<file path="src/hw/rtl/irn_pkg.sv">
// Shared constants, types and codes of the nearest-neighbor image rotation block.
// No dependencies; every other file of the block imports this package.
package irn_pkg;

  // store geometry
  localparam int MAX_WIDTH  = 256;
  localparam int MAX_HEIGHT = 256;
  localparam int DEPTH      = MAX_WIDTH * MAX_HEIGHT;
  localparam int ADDR_W     = $clog2(DEPTH);

  // field widths
  localparam int COORD_W = 9;
  localparam int CHAN_W  = 8;
  localparam int PIX_W   = 3 * CHAN_W;
  localparam int TRIG_W  = 16;
  localparam int FRAC_W  = 14;
  localparam int OFF_W   = 11;
  localparam int SIZE_W  = 9;

  localparam int QONE  = 1 << FRAC_W;
  localparam int QHALF = 1 << (FRAC_W - 1);

  localparam int SIZE_MAX = (1 << SIZE_W) - 1;
  localparam int OFF_MIN  = -(1 << (OFF_W - 1));
  localparam int OFF_MAX  = (1 << (OFF_W - 1)) - 1;

  // reset value of both source size registers
  localparam int SRC_RESET = 256;

  // configuration port
  localparam int CFG_IDX_W  = 2;
  localparam int CFG_DATA_W = TRIG_W;
  localparam logic [CFG_IDX_W-1:0] CFG_COS   = 2'd0;
  localparam logic [CFG_IDX_W-1:0] CFG_SIN   = 2'd1;
  localparam logic [CFG_IDX_W-1:0] CFG_SRC_W = 2'd2;
  localparam logic [CFG_IDX_W-1:0] CFG_SRC_H = 2'd3;

  // item operation codes
  localparam logic OP_WRITE = 1'b0;
  localparam logic OP_READ  = 1'b1;

  // geometry pipeline depth after a register write
  localparam int GEO_LAT   = 3;
  localparam int GEO_CNT_W = $clog2(GEO_LAT + 1);

  // arithmetic widths
  localparam int PROD_W   = COORD_W + 1 + TRIG_W;   // size times trig
  localparam int CORNER_W = PROD_W + 1;             // rotated corner
  localparam int RND_W    = CORNER_W + 2;           // extent plus half
  localparam int U_W      = OFF_W + 1;              // output coord plus offset
  localparam int MUL_W    = U_W + TRIG_W;
  localparam int SUM_W    = MUL_W + 1;
  localparam int QUO_W    = SUM_W - FRAC_W;

  typedef struct packed {
    logic signed [TRIG_W-1:0] cos_v;
    logic signed [TRIG_W-1:0] sin_v;
    logic [COORD_W-1:0]       eff_w;
    logic [COORD_W-1:0]       eff_h;
    logic signed [OFF_W-1:0]  off_x;
    logic signed [OFF_W-1:0]  off_y;
    logic [SIZE_W-1:0]        rot_h;
    logic [SIZE_W-1:0]        rot_w;
  } irn_geom_t;

  typedef struct packed {
    logic              rd;
    logic              wr;
    logic [ADDR_W-1:0] addr;
    logic [PIX_W-1:0]  wdata;
  } irn_mem_req_t;

endpackage

</file>
<file path="src/hw/rtl/irn_if.sv">
// Valid/ready channels of the rotation block: request words in, pixel words out.
// Depends on irn_pkg for field widths.
interface irn_req_if;
  import irn_pkg::*;
  logic               valid;
  logic               ready;
  logic               operation;
  logic [COORD_W-1:0] row;
  logic [COORD_W-1:0] col;
  logic [CHAN_W-1:0]  blue;
  logic [CHAN_W-1:0]  green;
  logic [CHAN_W-1:0]  red;

  modport source (output valid, operation, row, col, blue, green, red, input ready);
  modport sink   (input valid, operation, row, col, blue, green, red, output ready);
endinterface


</file>
<file path="src/hw/rtl/irn_map.sv">
// Three-stage address pipeline: offset add, inverse rotation multiply, truncate and bound test.
// Depends on irn_pkg and irn_if.
module irn_map (
  input  logic                  clk_i,
  input  logic                  rst_ni,
  input  irn_pkg::irn_geom_t    geom_i,
  input  logic                  busy_i,
  irn_req_if.sink               req_i,
  output irn_pkg::irn_mem_req_t mreq_o,
  output logic                  mreq_valid_o,
  input  logic                  mreq_ready_i
);
  import irn_pkg::*;

  // divide by QONE rounding toward zero
  function automatic logic signed [QUO_W-1:0] trunc_q(input logic signed [SUM_W-1:0] x);
    logic signed [SUM_W-1:0] q;
    q = x >>> FRAC_W;
    if (x < 0 && x[FRAC_W-1:0] != '0) begin
      q = q + SUM_W'(1);
    end
    return q[QUO_W-1:0];
  endfunction

  logic en1, en2, en3, accept;

  logic                     vld1_q, rd1_q, wr1_q;
  logic signed [U_W-1:0]    uu1_q, vv1_q;
  logic [ADDR_W-1:0]        addr1_q;
  logic [PIX_W-1:0]         wdata1_q;
  logic                     wr_d;

  logic                     vld2_q, rd2_q, wr2_q;
  logic [ADDR_W-1:0]        addr2_q;
  logic [PIX_W-1:0]         wdata2_q;
  logic signed [MUL_W-1:0]  uu, vv, cc, ss;
  logic signed [MUL_W-1:0]  uc_q, vs_q, us_q, vc_q;

  logic signed [QUO_W-1:0]  sx, sy;
  logic                     in_src;
  logic [ADDR_W-1:0]        raddr;
  logic                     vld3_q;
  irn_mem_req_t             mreq_d, mreq_q;

  // a stage advances when it is empty or the next one takes its word
  assign en3    = !vld3_q || mreq_ready_i;
  assign en2    = !vld2_q || en3;
  assign en1    = !vld1_q || en2;
  assign req_i.ready = en1 && !busy_i;
  assign accept = req_i.valid && req_i.ready;

  always_ff @(posedge clk_i or negedge rst_ni) begin
    if (!rst_ni) begin
      vld1_q <= 1'b0;
      vld2_q <= 1'b0;
      vld3_q <= 1'b0;
    end else begin
      if (en1) vld1_q <= accept;
      if (en2) vld2_q <= vld1_q;
      if (en3) vld3_q <= vld2_q;
    end
  end

  // drop writes that fall outside the store
  assign wr_d = (req_i.operation == OP_WRITE) && (int'(req_i.row) < MAX_HEIGHT)
                && (int'(req_i.col) < MAX_WIDTH);

  always_ff @(posedge clk_i) begin
    if (en1) begin
      rd1_q    <= (req_i.operation == OP_READ);
      wr1_q    <= wr_d;
      uu1_q    <= U_W'($signed({1'b0, req_i.col})) + U_W'(geom_i.off_x);
      vv1_q    <= U_W'($signed({1'b0, req_i.row})) + U_W'(geom_i.off_y);
      addr1_q  <= ADDR_W'(int'(req_i.row) * MAX_WIDTH + int'(req_i.col));
      wdata1_q <= {req_i.red, req_i.green, req_i.blue};
    end
  end

  assign uu = MUL_W'(uu1_q);
  assign vv = MUL_W'(vv1_q);
  assign cc = MUL_W'(geom_i.cos_v);
  assign ss = MUL_W'(geom_i.sin_v);

  always_ff @(posedge clk_i) begin
    if (en2) begin
      rd2_q    <= rd1_q;
      wr2_q    <= wr1_q;
      addr2_q  <= addr1_q;
      wdata2_q <= wdata1_q;
      uc_q     <= uu * cc;
      vs_q     <= vv * ss;
      us_q     <= uu * ss;
      vc_q     <= vv * cc;
    end
  end

  assign sx = trunc_q(SUM_W'(uc_q) - SUM_W'(vs_q));
  assign sy = trunc_q(SUM_W'(us_q) + SUM_W'(vc_q));
  assign in_src = (sx >= 0) && (sx < $signed(QUO_W'(geom_i.eff_w)))
                  && (sy >= 0) && (sy < $signed(QUO_W'(geom_i.eff_h)));
  assign raddr = ADDR_W'(int'(sy) * MAX_WIDTH + int'(sx));

  always_comb begin
    mreq_d.rd    = rd2_q && in_src;
    mreq_d.wr    = wr2_q;
    mreq_d.addr  = rd2_q ? raddr : addr2_q;
    mreq_d.wdata = wdata2_q;
  end

  always_ff @(posedge clk_i) begin
    if (en3) mreq_q <= mreq_d;
  end

  assign mreq_o       = mreq_q;
  assign mreq_valid_o = vld3_q;

endmodule

</file>
<file path="src/flat_wrapper.sv">
// flat-port wrapper written by rule: the top's interface ports become plain ports
module irn_map_flat import irn_pkg::*;
  (clk_i, rst_ni, geom_i, busy_i, mreq_o, mreq_valid_o, mreq_ready_i, req_i_valid, req_i_operation, req_i_row, req_i_col, req_i_blue, req_i_green, req_i_red, req_i_ready);
  irn_req_if req_i_i ();
  input  logic clk_i;
  input  logic rst_ni;
  input  irn_pkg::irn_geom_t geom_i;
  input  logic busy_i;
  output irn_pkg::irn_mem_req_t mreq_o;
  output logic mreq_valid_o;
  input  logic mreq_ready_i;
  input wire logic [$bits(req_i_i.valid)-1:0] req_i_valid;
  input wire logic [$bits(req_i_i.operation)-1:0] req_i_operation;
  input wire logic [$bits(req_i_i.row)-1:0] req_i_row;
  input wire logic [$bits(req_i_i.col)-1:0] req_i_col;
  input wire logic [$bits(req_i_i.blue)-1:0] req_i_blue;
  input wire logic [$bits(req_i_i.green)-1:0] req_i_green;
  input wire logic [$bits(req_i_i.red)-1:0] req_i_red;
  output wire logic [$bits(req_i_i.ready)-1:0] req_i_ready;
  assign req_i_i.valid = req_i_valid;
  assign req_i_i.operation = req_i_operation;
  assign req_i_i.row = req_i_row;
  assign req_i_i.col = req_i_col;
  assign req_i_i.blue = req_i_blue;
  assign req_i_i.green = req_i_green;
  assign req_i_i.red = req_i_red;
  assign req_i_ready = req_i_i.ready;
  irn_map u_core (.clk_i(clk_i), .rst_ni(rst_ni), .geom_i(geom_i), .busy_i(busy_i), .req_i(req_i_i), .mreq_o(mreq_o), .mreq_valid_o(mreq_valid_o), .mreq_ready_i(mreq_ready_i));
endmodule
</file>
<file path="config.mk">
export PLATFORM = sky130hd
export DESIGN_NAME = irn_map_flat
export DESIGN_NICKNAME = d
export VERILOG_FILES = /design/src/hw/rtl/irn_pkg.sv /design/src/hw/rtl/irn_if.sv /design/src/hw/rtl/irn_map.sv /design/src/flat_wrapper.sv
export SDC_FILE = /design/constraint.sdc
export NUM_CORES = 2
export LEC_CHECK = 0
export ABC_CLOCK_PERIOD_IN_PS = 7050
export BUFFER_PORTS_ARGS = -buffer_cell sky130_fd_sc_hd__buf_4
export CAP_MARGIN = 20
export CORE_ASPECT_RATIO = 2
export CORE_MARGIN = 10
export CORE_UTILIZATION = 35
export DETAILED_ROUTE_END_ITERATION = 10
export GPL_TIMING_DRIVEN = 1
export PLACE_DENSITY = 0.58
export SLEW_MARGIN = 20
export SYNTH_ARGS = -nofsm -noshare
export SYNTH_HDL_FRONTEND = slang
export SYNTH_SLANG_ARGS = --single-unit
</file>
<file path="constraint.sdc">
create_clock -name clk_i -period 7.05 [get_ports clk_i]
set_clock_uncertainty 0.15 [all_clocks]
set_input_delay 0.3525 -clock clk_i [delete_from_list [all_inputs] [get_ports clk_i]]
set_output_delay 0.3525 -clock clk_i [all_outputs]
set_load 0.02 [all_outputs]
</file>
==> flow_metrics.tcl <==
set metrics [dict create \
    outcome "completed" \
    cp_cell_sequence "buf_4, and2_1, fa_1, inv_1, fa_1, inv_1, fa_1, inv_1, fa_1, inv_1, fa_1, ha_1, and2_1, o21ai_0, o21ai_1, o41ai_1, buf_4, o21ai_1, o41a_1, a41o_1, o21ai_0, nand2b_1, a21oi_1, xnor2_1" \
    yosysTopAreaCell "fa_1" \
    synth_area_um2 40700 \
    ys_seq_elements 265 \
    dr_total_vias 29166 \
    area_growth_pct 12.8 \
    cts_max_path_buffers 3 \
    io_buffers 163 \
    drive_gt1_frac 0.0930 \
    critPathArrivalTime_ns 7.05 \
    fmax_mhz 146 \
    first_global_vias 32698 \
    antenna_left 0 \
    critPathKind "register to register" \
    rsz0062_at_grt "no" \
    cp_max_fo 10 \
    hpwlAfterDp_um 104000 \
    drt_iter0_drc 1444 \
    via_per_inst 4.94 \
    io_pins 182 \
    clkLatencyLatePin_ns 0.63 \
    core_area_um2 116000 \
    clockRootBuffer "clkbuf_16" \
    async_flop_share 0.0113 \
    dr.pass1.iters 5 \
    cpPeakStageDelay_ns 0.66 \
    cts_tree "yes" \
    wl_per_cell_um 20.8 \
    grt_first_pass_wirelength_um 188000 \
    rows 177 \
    clock_sinks 265 \
    ys_dominant_reg_cell "edfxtp_1" \
    drv_slew 0 \
    die_y_um 502 \
    synthesis.nets 5328 \
    synthTopCellsByArea "fa_1 (35%), edfxtp_1 (19%), ha_1 (10%)" \
    synth_edf_count 262 \
    grt_max_degree 57 \
    ys_top_cells_by_count "inv_1 (921), fa_1 (717), nand2_1 (504)" \
    numCtsBuffers 25 \
    initial_core_util 0.351 \
    yosysMostFrequentCell "inv_1" \
    seq_area_frac_synth 0.195 \
    wirelength_um 123000 \
    dieArea_um2 131000 \
    die_w_um 261 \
    synth_area_per_cell_um2 9.84 \
    finalCritPeriodShare 0.969 \
    worstMarginPinSlew_ns 1.20 \
    clk_pin_slew_ns 0.07 \
    cpMostUsedCell "fa_1" \
    hold_violations 0 \
    place.gp.congestion 0.946 \
    period_needed_ns 6.83 \
    synth_top_area_frac 0.353 \
    syn_inst 4138 \
    crit_family "adder cells" \
    max_cap_viol_count 0 \
    cp-start-kind "register" \
    ys_types 86 \
    drc 0 \
    cpMaxStageDelayCell "edfxtp_1" \
    whs_ns 0.0263 \
    cp_num_buf_inv 6 \
    required_ns 7.26 \
    slew-limit-headroom 0.198 \
    antenna_found_initial 13 \
    overflow 0 \
    hold_class "input pin to register" \
    htree_levels 1 \
    gr-usage-all-layers 0.191 \
    setup_viol 0 \
    final_nets 5557 \
    yosysWarnings 0 \
    crit_path_end_kind "register" \
]
layout make-up:
class                   count  area [µm²]
diodes                      3        7.51
clock buffers              27         633
clock inverters            19         180
fillers                 11514       70100
inverters                 922        3460
multi-input cells        2799       28800
flip-flops and latches    265        7940
well taps                1521        1900
repair buffers            354        3010
cell families after synthesis:
logic type | synth area share
muxes | 0.00513
buffers and inverters | 0.0994
adders and majority gates | 0.455
AOI/OAI and AO/OA | 0.0667
DFF | 0.195
and+or+nand+nor | 0.137
xor gates and xnor gates | 0.0415
path summary, 6_finish.rpt:
path | startpoint | endpoint | slack, ns | cells after the start
max | u_core.uu1_q[8]$_DFFE_PN_ | u_core.uc_q[26]$_DFFE_PP_ | 0.22 | 24
min in group asynchronous | rst_ni | u_core.mreq_valid_o$_DFFE_PN0P_ | 0.46 | 3
min reg2reg | u_core.wdata2_q[9]$_DFFE_PP_ | u_core.mreq_o[9]$_DFFE_PP_ | 0.25 | 0
min | geom_i[29] | u_core.uu1_q[0]$_DFFE_PN_ | 0.03 | 2
max reg2reg | u_core.uu1_q[8]$_DFFE_PN_ | u_core.uc_q[26]$_DFFE_PP_ | 0.22 | 24
max in group asynchronous | rst_ni | u_core.vld2_q$_DFFE_PN0P_ | 6.14 | 3
cell usage in the layout (no fill, tap or decap), types with 25 or more instances in the layout:
| master | instances |
|---|---|
| a21o_1 | 47 |
| a21oi_1 | 99 |
| and2_1 | 284 |
| buf_4 | 282 |
| clkbuf_16 | 25 |
| dlygate4sd3_1 | 51 |
| edfxtp_1 | 262 |
| fa_1 | 717 |
| ha_1 | 335 |
| inv_1 | 920 |
| nand2_1 | 503 |
| nand2b_1 | 54 |
| nand3_1 | 40 |
| nor2_1 | 119 |
| nor3_1 | 40 |
| o21a_1 | 25 |
| o21ai_0 | 61 |
| o21bai_1 | 28 |
| xnor2_1 | 149 |
| xor2_1 | 41 |
state kept, by name, summed over array words and instances (netlist names):
signal / count
u_core.uc_q: 28
u_core.vv1_q: 12
u_core.wdata2_q: 24
u_core.us_q: 28
u_core.uu1_q: 12
u_core.wr1_q: 1
u_core.rd2_q: 1
u_core.addr2_q: 16
u_core.mreq_o: 42
u_core.wr2_q: 1
u_core.wdata1_q: 24
u_core.vld1_q: 1
u_core.vc_q: 28
u_core.vs_q: 28
u_core.mreq_valid_o: 1
u_core.addr1_q: 16
u_core.rd1_q: 1
u_core.vld2_q: 1
worst reg2reg max path: stages (launching register included):
cell	delay [ns]
edfxtp_1	0.66
buf_4	0.31
and2_1	0.19
fa_1	0.48
inv_1	0.06
fa_1	0.54
inv_1	0.05
fa_1	0.48
inv_1	0.05
fa_1	0.47
inv_1	0.05
fa_1	0.44
ha_1	0.36
and2_1	0.18
o21ai_0	0.15
o21ai_1	0.14
o41ai_1	0.28
buf_4	0.19
o21ai_1	0.13
o41a_1	0.37
a41o_1	0.28
o21ai_0	0.21
nand2b_1	0.09
a21oi_1	0.17
xnor2_1	0.10
stage by stage:
step	instance area, µm²	setup slack (ns)	TNS (ns)	std cells	util
floorplan	40700	0.635	0	4138	-
global placement	44500	0.0571	0	5808	0.383
detailed placement	44500	-0.0259	-0.0377	5808	0.383
CTS	45800	0.0603	0	5905	0.395
global route	45900	0.00187	0	5909	0.396
finish	45900	0.215	0	5910	0.396
per-layer routing:
metal | up-vias | track usage | share of wire
met4 | 18 | 0.142 | 0.087
met1 | 14840 | 0.172 | 0.32
met5 | - | 0 | 0.00080
met3 | 354 | 0.0239 | 0.040
met2 | 740 | 0.376 | 0.56
li1 | 13214 | - | -
what timing repair did:
item,4_1_cts,5_1_grt
resized for setup,1,25
setup buffers,0,2
hold endpoints to repair,51,0
endpoints found under the setup margin,2,12
hold buffers,51,0
pin swaps,0,2
Power is left out: the tool's default activity adds up to more than one toggle a clock period on the data nets, which glitch-free logic cannot reach.
