### src/hw/rtl/irn_pkg.sv
// Shared constants, types and codes of the nearest-neighbor image rotation block.
// No dependencies; every other file of the block imports this package.
package irn_pkg;

  // store geometry
  localparam int MAX_WIDTH  = 256;
  localparam int MAX_HEIGHT = 256;
  localparam int DEPTH      = MAX_WIDTH * MAX_HEIGHT;
  localparam int ADDR_W     = $clog2(DEPTH);

  // field widths
  localparam int COORD_W = 9;
  localparam int CHAN_W  = 8;
  localparam int PIX_W   = 3 * CHAN_W;
  localparam int TRIG_W  = 16;
  localparam int FRAC_W  = 14;
  localparam int OFF_W   = 11;
  localparam int SIZE_W  = 9;

  localparam int QONE  = 1 << FRAC_W;
  localparam int QHALF = 1 << (FRAC_W - 1);

  localparam int SIZE_MAX = (1 << SIZE_W) - 1;
  localparam int OFF_MIN  = -(1 << (OFF_W - 1));
  localparam int OFF_MAX  = (1 << (OFF_W - 1)) - 1;

  // reset value of both source size registers
  localparam int SRC_RESET = 256;

  // configuration port
  localparam int CFG_IDX_W  = 2;
  localparam int CFG_DATA_W = TRIG_W;
  localparam logic [CFG_IDX_W-1:0] CFG_COS   = 2'd0;
  localparam logic [CFG_IDX_W-1:0] CFG_SIN   = 2'd1;
  localparam logic [CFG_IDX_W-1:0] CFG_SRC_W = 2'd2;
  localparam logic [CFG_IDX_W-1:0] CFG_SRC_H = 2'd3;

  // item operation codes
  localparam logic OP_WRITE = 1'b0;
  localparam logic OP_READ  = 1'b1;

  // geometry pipeline depth after a register write
  localparam int GEO_LAT   = 3;
  localparam int GEO_CNT_W = $clog2(GEO_LAT + 1);

  // arithmetic widths
  localparam int PROD_W   = COORD_W + 1 + TRIG_W;   // size times trig
  localparam int CORNER_W = PROD_W + 1;             // rotated corner
  localparam int RND_W    = CORNER_W + 2;           // extent plus half
  localparam int U_W      = OFF_W + 1;              // output coord plus offset
  localparam int MUL_W    = U_W + TRIG_W;
  localparam int SUM_W    = MUL_W + 1;
  localparam int QUO_W    = SUM_W - FRAC_W;

  typedef struct packed {
    logic signed [TRIG_W-1:0] cos_v;
    logic signed [TRIG_W-1:0] sin_v;
    logic [COORD_W-1:0]       eff_w;
    logic [COORD_W-1:0]       eff_h;
    logic signed [OFF_W-1:0]  off_x;
    logic signed [OFF_W-1:0]  off_y;
    logic [SIZE_W-1:0]        rot_h;
    logic [SIZE_W-1:0]        rot_w;
  } irn_geom_t;

  typedef struct packed {
    logic              rd;
    logic              wr;
    logic [ADDR_W-1:0] addr;
    logic [PIX_W-1:0]  wdata;
  } irn_mem_req_t;

endpackage

### src/hw/rtl/irn_geometry.sv
// Configuration registers and the three-stage pipeline that derives offsets and output size.
// Depends on irn_pkg.
module irn_geometry (
  input  logic                           clk_i,
  input  logic                           rst_ni,
  input  logic                           cfg_we_i,
  input  logic [irn_pkg::CFG_IDX_W-1:0]  cfg_index_i,
  input  logic [irn_pkg::CFG_DATA_W-1:0] cfg_wdata_i,
  output irn_pkg::irn_geom_t             geom_o,
  output logic                           busy_o
);
  import irn_pkg::*;

  function automatic logic signed [RND_W-1:0] round_q(input logic signed [RND_W-1:0] v);
    logic signed [RND_W-1:0] q;
    logic [FRAC_W-1:0]       r;
    q = v >>> FRAC_W;
    r = v[FRAC_W-1:0];
    if (r > FRAC_W'(QHALF) || (r == FRAC_W'(QHALF) && q[0])) begin
      q = q + RND_W'(1);
    end
    return q;
  endfunction

  function automatic logic [SIZE_W-1:0] sat_size(input logic signed [RND_W-1:0] n);
    logic [SIZE_W-1:0] s;
    if (n < 0) begin
      s = '0;
    end else if (n > RND_W'(SIZE_MAX)) begin
      s = SIZE_W'(SIZE_MAX);
    end else begin
      s = n[SIZE_W-1:0];
    end
    return s;
  endfunction

  function automatic logic signed [OFF_W-1:0] sat_off(input logic signed [RND_W-1:0] n);
    logic signed [OFF_W-1:0] s;
    if (n < RND_W'(OFF_MIN)) begin
      s = OFF_W'(OFF_MIN);
    end else if (n > RND_W'(OFF_MAX)) begin
      s = OFF_W'(OFF_MAX);
    end else begin
      s = n[OFF_W-1:0];
    end
    return s;
  endfunction

  logic signed [TRIG_W-1:0] cos_q, sin_q;
  logic [COORD_W-1:0]       src_w_q, src_h_q;
  logic [COORD_W-1:0]       eff_w, eff_h;
  logic [GEO_CNT_W-1:0]     cnt_q;

  logic signed [PROD_W-1:0] ew, eh, ec, es;
  logic signed [PROD_W-1:0] wc_q, hs_q, ws_q, hc_q;

  logic signed [CORNER_W-1:0] xs0, xs1, xs2, ys0, ys1, ys2;
  logic signed [CORNER_W-1:0] minx_d, maxx_d, miny_d, maxy_d;
  logic signed [CORNER_W-1:0] minx_q, maxx_q, miny_q, maxy_q;

  logic signed [OFF_W-1:0] off_x_q, off_y_q;
  logic [SIZE_W-1:0]       rot_h_q, rot_w_q;

  always_ff @(posedge clk_i or negedge rst_ni) begin
    if (!rst_ni) begin
      cos_q   <= TRIG_W'(QONE);
      sin_q   <= '0;
      src_w_q <= COORD_W'(SRC_RESET);
      src_h_q <= COORD_W'(SRC_RESET);
    end else if (cfg_we_i) begin
      case (cfg_index_i)
        CFG_COS:   cos_q   <= cfg_wdata_i;
        CFG_SIN:   sin_q   <= cfg_wdata_i;
        CFG_SRC_W: src_w_q <= cfg_wdata_i[COORD_W-1:0];
        CFG_SRC_H: src_h_q <= cfg_wdata_i[COORD_W-1:0];
        default: ;
      endcase
    end
  end

  // hold busy while the new geometry ripples through the three stages
  always_ff @(posedge clk_i or negedge rst_ni) begin
    if (!rst_ni) begin
      cnt_q <= GEO_CNT_W'(GEO_LAT);
    end else if (cfg_we_i) begin
      cnt_q <= GEO_CNT_W'(GEO_LAT);
    end else if (cnt_q != '0) begin
      cnt_q <= cnt_q - GEO_CNT_W'(1);
    end
  end

  assign eff_w = (int'(src_w_q) > MAX_WIDTH)  ? COORD_W'(MAX_WIDTH)  : src_w_q;
  assign eff_h = (int'(src_h_q) > MAX_HEIGHT) ? COORD_W'(MAX_HEIGHT) : src_h_q;

  assign ew = PROD_W'($signed({1'b0, eff_w}));
  assign eh = PROD_W'($signed({1'b0, eff_h}));
  assign ec = PROD_W'(cos_q);
  assign es = PROD_W'(sin_q);

  // stage 1: size times trig
  always_ff @(posedge clk_i) begin
    wc_q <= ew * ec;
    hs_q <= eh * es;
    ws_q <= ew * es;
    hc_q <= eh * ec;
  end

  // stage 2: corners and their bounds, origin included
  always_comb begin
    xs0 = CORNER_W'(hs_q);
    xs1 = CORNER_W'(wc_q) + CORNER_W'(hs_q);
    xs2 = CORNER_W'(wc_q);
    ys0 = CORNER_W'(hc_q);
    ys1 = CORNER_W'(hc_q) - CORNER_W'(ws_q);
    ys2 = -CORNER_W'(ws_q);
    minx_d = '0;
    maxx_d = '0;
    miny_d = '0;
    maxy_d = '0;
    if (xs0 < minx_d) minx_d = xs0;
    if (xs1 < minx_d) minx_d = xs1;
    if (xs2 < minx_d) minx_d = xs2;
    if (xs0 > maxx_d) maxx_d = xs0;
    if (xs1 > maxx_d) maxx_d = xs1;
    if (xs2 > maxx_d) maxx_d = xs2;
    if (ys0 < miny_d) miny_d = ys0;
    if (ys1 < miny_d) miny_d = ys1;
    if (ys2 < miny_d) miny_d = ys2;
    if (ys0 > maxy_d) maxy_d = ys0;
    if (ys1 > maxy_d) maxy_d = ys1;
    if (ys2 > maxy_d) maxy_d = ys2;
  end

  always_ff @(posedge clk_i) begin
    minx_q <= minx_d;
    maxx_q <= maxx_d;
    miny_q <= miny_d;
    maxy_q <= maxy_d;
  end

  // stage 3: round to nearest with ties to even, saturate
  always_ff @(posedge clk_i) begin
    rot_w_q <= sat_size(round_q(RND_W'(maxx_q) - RND_W'(minx_q) + RND_W'(QHALF))
                        + RND_W'(1));
    rot_h_q <= sat_size(round_q(RND_W'(maxy_q) - RND_W'(miny_q) + RND_W'(QHALF))
                        + RND_W'(1));
    off_x_q <= sat_off(round_q(RND_W'(minx_q) + RND_W'(QHALF)));
    off_y_q <= sat_off(round_q(RND_W'(miny_q) + RND_W'(QHALF)));
  end

  assign busy_o = (cnt_q != '0);

  always_comb begin
    geom_o.cos_v = cos_q;
    geom_o.sin_v = sin_q;
    geom_o.eff_w = eff_w;
    geom_o.eff_h = eff_h;
    geom_o.off_x = off_x_q;
    geom_o.off_y = off_y_q;
    geom_o.rot_h = rot_h_q;
    geom_o.rot_w = rot_w_q;
  end

endmodule

### config.mk
export PLATFORM = sky130hd
export DESIGN_NAME = irn_geometry
export DESIGN_NICKNAME = d
export VERILOG_FILES = /design/src/hw/rtl/irn_pkg.sv /design/src/hw/rtl/irn_geometry.sv
export SDC_FILE = /design/constraint.sdc
export NUM_CORES = 2
export LEC_CHECK = 0
export BUFFER_PORTS_ARGS = -buffer_cell sky130_fd_sc_hd__buf_2
export CAP_MARGIN = 20
export CORE_MARGIN = 4
export CORE_UTILIZATION = 40
export DETAILED_ROUTE_END_ITERATION = 16
export GPL_TIMING_DRIVEN = 1
export MAX_ROUTING_LAYER = met4
export PLACE_DENSITY = 0.61
export SLEW_MARGIN = 15
export SYNTH_ARGS = -nofsm -noshare
export SYNTH_HDL_FRONTEND = slang
export SYNTH_SLANG_ARGS = --single-unit
### constraint.sdc
create_clock -name clk_i -period 10.75 [get_ports clk_i]
set_input_delay 1.075 -clock clk_i [delete_from_list [all_inputs] [get_ports clk_i]]
set_output_delay 1.075 -clock clk_i [all_outputs]
set_load 0.02 [all_outputs]
==> impl_metrics.sql <==
INSERT INTO impl_metrics (metric_group, metric, value, unit) VALUES
('critical_path', 'timing.critical_path.required', '11250', 'ps'),
('sta', 'slew_headroom', '30.2', '%'),
('run_status', 'run_status', 'finished, final reports clean', ''),
('place', 'io_buffers', '111', ''),
('place', 'place_hpwl', '95.6', 'mm'),
('global_routing', 'grt_usage', '20.1', '%'),
('critical_path', 'r2r-end', 'minx_q[0]', ''),
('floorplanning', 'area_of_the_die', '0.121', 'mm^2'),
('logic_synthesis', 'yosys_warnings', '0', ''),
('cts', 'worst_skew_pair.late_latency', '610', 'ps'),
('global_routing', 'initial_antenna_violation_count', '1', ''),
('place', 'gp_congestion', '0.944', ''),
('cells_and_area', 'drive_above_1_share', '7.30', '%'),
('hold_path', 'hold_path.startpoint', 'src_w_q[1]', ''),
('cts', 'cts_setup_buffers', '0', ''),
('routing', 'post_drt_wl_per_cell', '16.8', 'um'),
('critical_path', 'crit_fanout', '42', ''),
('floorplanning', 'floorplan.initialDensity', '40.3', '%'),
('job', 'max_cap_violations', '0', ''),
('critical_path', 'criticalPathCategory', 'reg2reg', ''),
('global_routing', 'globalRouteOverflowTotal', '0', ''),
('logic_synthesis', 'yosys-top-cells-area', 'sky130_fd_sc_hd__fa_1 21%, sky130_fd_sc_hd__ha_1 16%, sky130_fd_sc_hd__dfxtp_1 11%, sky130_fd_sc_hd__inv_1 7.1%, sky130_fd_sc_hd__xnor2_1 4.3%', ''),
('logic_synthesis', 'synth-seq-cells', '304', ''),
('critical_path', 'r2r.worst_path.cells', '39', ''),
('logic_synthesis', 'number_of_enable_flip_flop_cells_after_synthesis', '0', ''),
('critical_path', 'critPathCaptureType', 'flop', ''),
('routing', 'avgViaCountPerCell', '5.21', ''),
('logic_synthesis', 'sequential_area_share_after_synthesis', '13.8', '%'),
('hold_path', 'hold_class', 'reg2reg', ''),
('floorplanning', 'num_rows', '124', ''),
('sta', 'tightest_slew', '1050', 'ps'),
('critical_path', 'startpoint_type', 'flop', ''),
('cells_and_area', 'syn2layout_area_growth', '7.90', '%'),
('critical_path', 'crit_path_start', 'wc_q[0]', ''),
('routing', 'finalWirelength', '118', 'mm'),
('cts', 'cts.path.max_buffers', '3', ''),
('sta', 'fmax', '113', 'MHz'),
('logic_synthesis', 'ys_top_cells_by_count', '870 x sky130_fd_sc_hd__inv_1, 599 x sky130_fd_sc_hd__ha_1, 531 x sky130_fd_sc_hd__nand2_1', ''),
('logic_synthesis', 'synth.most_common_cell', 'sky130_fd_sc_hd__inv_1', ''),
('logic_synthesis', 'synthFlopType', 'sky130_fd_sc_hd__dfxtp_1', ''),
('global_routing', 'grt_start_max_net_pins', '53', ''),
('routing', 'drt_iter0_markers', '2093', ''),
('cts', 'cts_buffers', '41', ''),
('cts', 'cts_htree_levels', '2', ''),
('routing', 'vias', '36500', ''),
('cts', 'clkSlewWorstSetupHoldPaths', '60', 'ps'),
('critical_path', 'critical-path-slowest-cell', 'sky130_fd_sc_hd__a2111o_1', ''),
('floorplanning', 'pin_count', '112', ''),
('logic_synthesis', 'netlist_instances', '5414', ''),
('sta', 'fin_worst_skew', '28.0', 'ps'),
('sta', 'layout_worst_path_cycle_share', '82.4', '%'),
('critical_path', 'worstReg2RegStart', 'wc_q[0]', ''),
('routing', 'first_pass_iters', '5', ''),
('routing', 'postRouteAntennaNets', '0', ''),
('sta', 'tns', '0', 'ps'),
('cts', 'cts_hold_buf', '0', ''),
('sta', 'final_hold_viol_count', '0', ''),
('sta', 'setup_violations', '0', ''),
('floorplanning', 'die_span_in_x', '347', 'um'),
('global_routing', 'first_pass_grt_wire_length', '194', 'mm'),
('critical_path', 'worstSetupEndpoint', 'minx_q[0]', ''),
('sta', 'final_report_max_slew_violation_count', '0', ''),
('logic_synthesis', 'synth_top_cell_area_share', '21.4', '%'),
('logic_synthesis', 'netlist_area', '0.0461', 'mm^2'),
('cts', 'clock_tree_from_tritoncts', 'built', ''),
('sta', 'fin_worst_hold_slack', '499', 'ps'),
('floorplanning', 'floorplan.core_area', '0.114', 'mm^2'),
('critical_path', 'worst-endpoint-arrival', '9360', 'ps'),
('global_routing', 'vias_in_the_first_global_route', '36500', ''),
('cells_and_area', 'layout.nets', '6562', ''),
('cts', 'postCtsResizedCells', '0', '');
registers in the layout, indices dropped and copies added (netlist names), 26 cells and up:
| signal | count |
|---|---|
| minx_q | 27 |
| maxy_q | 27 |
| miny_q | 27 |
| wc_q | 26 |
| hs_q | 26 |
| hc_q | 26 |
| maxx_q | 27 |
| ws_q | 26 |
layout by cell type (no fill, tap or decap), types with 20 or more instances in the layout:
cell	synthesis	layout
sky130_fd_sc_hd__o31ai_1	20	20
sky130_fd_sc_hd__o211ai_1	29	29
sky130_fd_sc_hd__a211oi_1	26	26
sky130_fd_sc_hd__a21o_1	99	99
sky130_fd_sc_hd__nand4_1	60	60
sky130_fd_sc_hd__o21a_1	49	49
sky130_fd_sc_hd__a21oi_1	296	296
sky130_fd_sc_hd__inv_1	870	870
sky130_fd_sc_hd__nor4_1	40	40
sky130_fd_sc_hd__nor2_1	257	257
sky130_fd_sc_hd__xnor2_1	228	228
sky130_fd_sc_hd__xor2_1	52	52
sky130_fd_sc_hd__nand2_1	531	531
sky130_fd_sc_hd__nor3_1	99	99
sky130_fd_sc_hd__ha_1	599	599
sky130_fd_sc_hd__o21bai_1	36	36
sky130_fd_sc_hd__clkbuf_16	0	41
sky130_fd_sc_hd__buf_2	11	112
sky130_fd_sc_hd__o21ai_0	124	124
sky130_fd_sc_hd__or3_1	29	29
sky130_fd_sc_hd__dfxtp_1	252	252
sky130_fd_sc_hd__mux2i_1	118	118
sky130_fd_sc_hd__nand2b_1	31	31
sky130_fd_sc_hd__nor2b_1	93	77
sky130_fd_sc_hd__and3_1	37	37
sky130_fd_sc_hd__nand3_1	75	75
sky130_fd_sc_hd__and2_1	281	281
sky130_fd_sc_hd__mux2_2	86	86
sky130_fd_sc_hd__buf_4	0	53
sky130_fd_sc_hd__a31oi_1	43	43
sky130_fd_sc_hd__dfrtp_1	47	47
sky130_fd_sc_hd__fa_1	492	492
cells by family after synthesis:
kind of cell / Yosys count / synth area share, %
other: 1 / 0.00814
AO/OA/AOI/OAI: 872 / 12.4
flip-flops: 304 / 13.8
AND/OR/NAND/NOR: 1610 / 17.5
multiplexers: 206 / 4.74
buffers and inverters: 1047 / 8.57
XOR/XNOR: 282 / 5.41
adder cells (fa/ha/maj): 1092 / 37.7
critical path, delay by kind of cell, from the launching register on:
kind	cells	cell delay, ps
simple gates	5	450
fa+ha+maj	4	1270
buf+inv	2	620
xor+xnor	2	450
compound gates	25	5340
flops	1	360
mux	1	270
worst min-delay path by stage:
stage / slack (ps) / to
finish: 500 / src_w_q[1]
global route: 510 / src_w_q[4]
CTS: 500 / src_w_q[1]
detailed placement: 480 / src_w_q[3]
global placement: 480 / src_w_q[6]
floorplan: 470 / src_h_q[0]
metal layers:
metal,routed length [um],GRT usage [%],vias up
met4,2030,3.63,0
met2,51200,30.8,769
met1,58900,29.0,17600
li1,-,-,18000
met5,0,-,-
met3,5730,2.26,114
per-stage QoR:
stage                     util, %  setup WS [ps]  instances  cell area (um^2)
after CTS                    43.5           1940       6989             49700
final                        43.5           1900       6993             49700
after detailed placement     42.3           1970       6916             48300
after global placement       42.3           1980       6916             48300
after floorplan                 -           2960       5417             46100
after global routing         43.5           1110       6993             49700
area by class of cell:
cell class	count	area [um^2]
Sequential cell	304	6350
Clock inverter	19	204
Fill cell	11400	64600
Inverter	870	3270
Clock buffer	54	1150
Antenna cell	1	2.50
Multi-Input combinational cell	4066	35900
Tap cell	1512	1890
Timing Repair Buffer	167	975
Power is not shown: default switching activity piles up to over one toggle a cycle in this logic, so the estimate is an artifact.
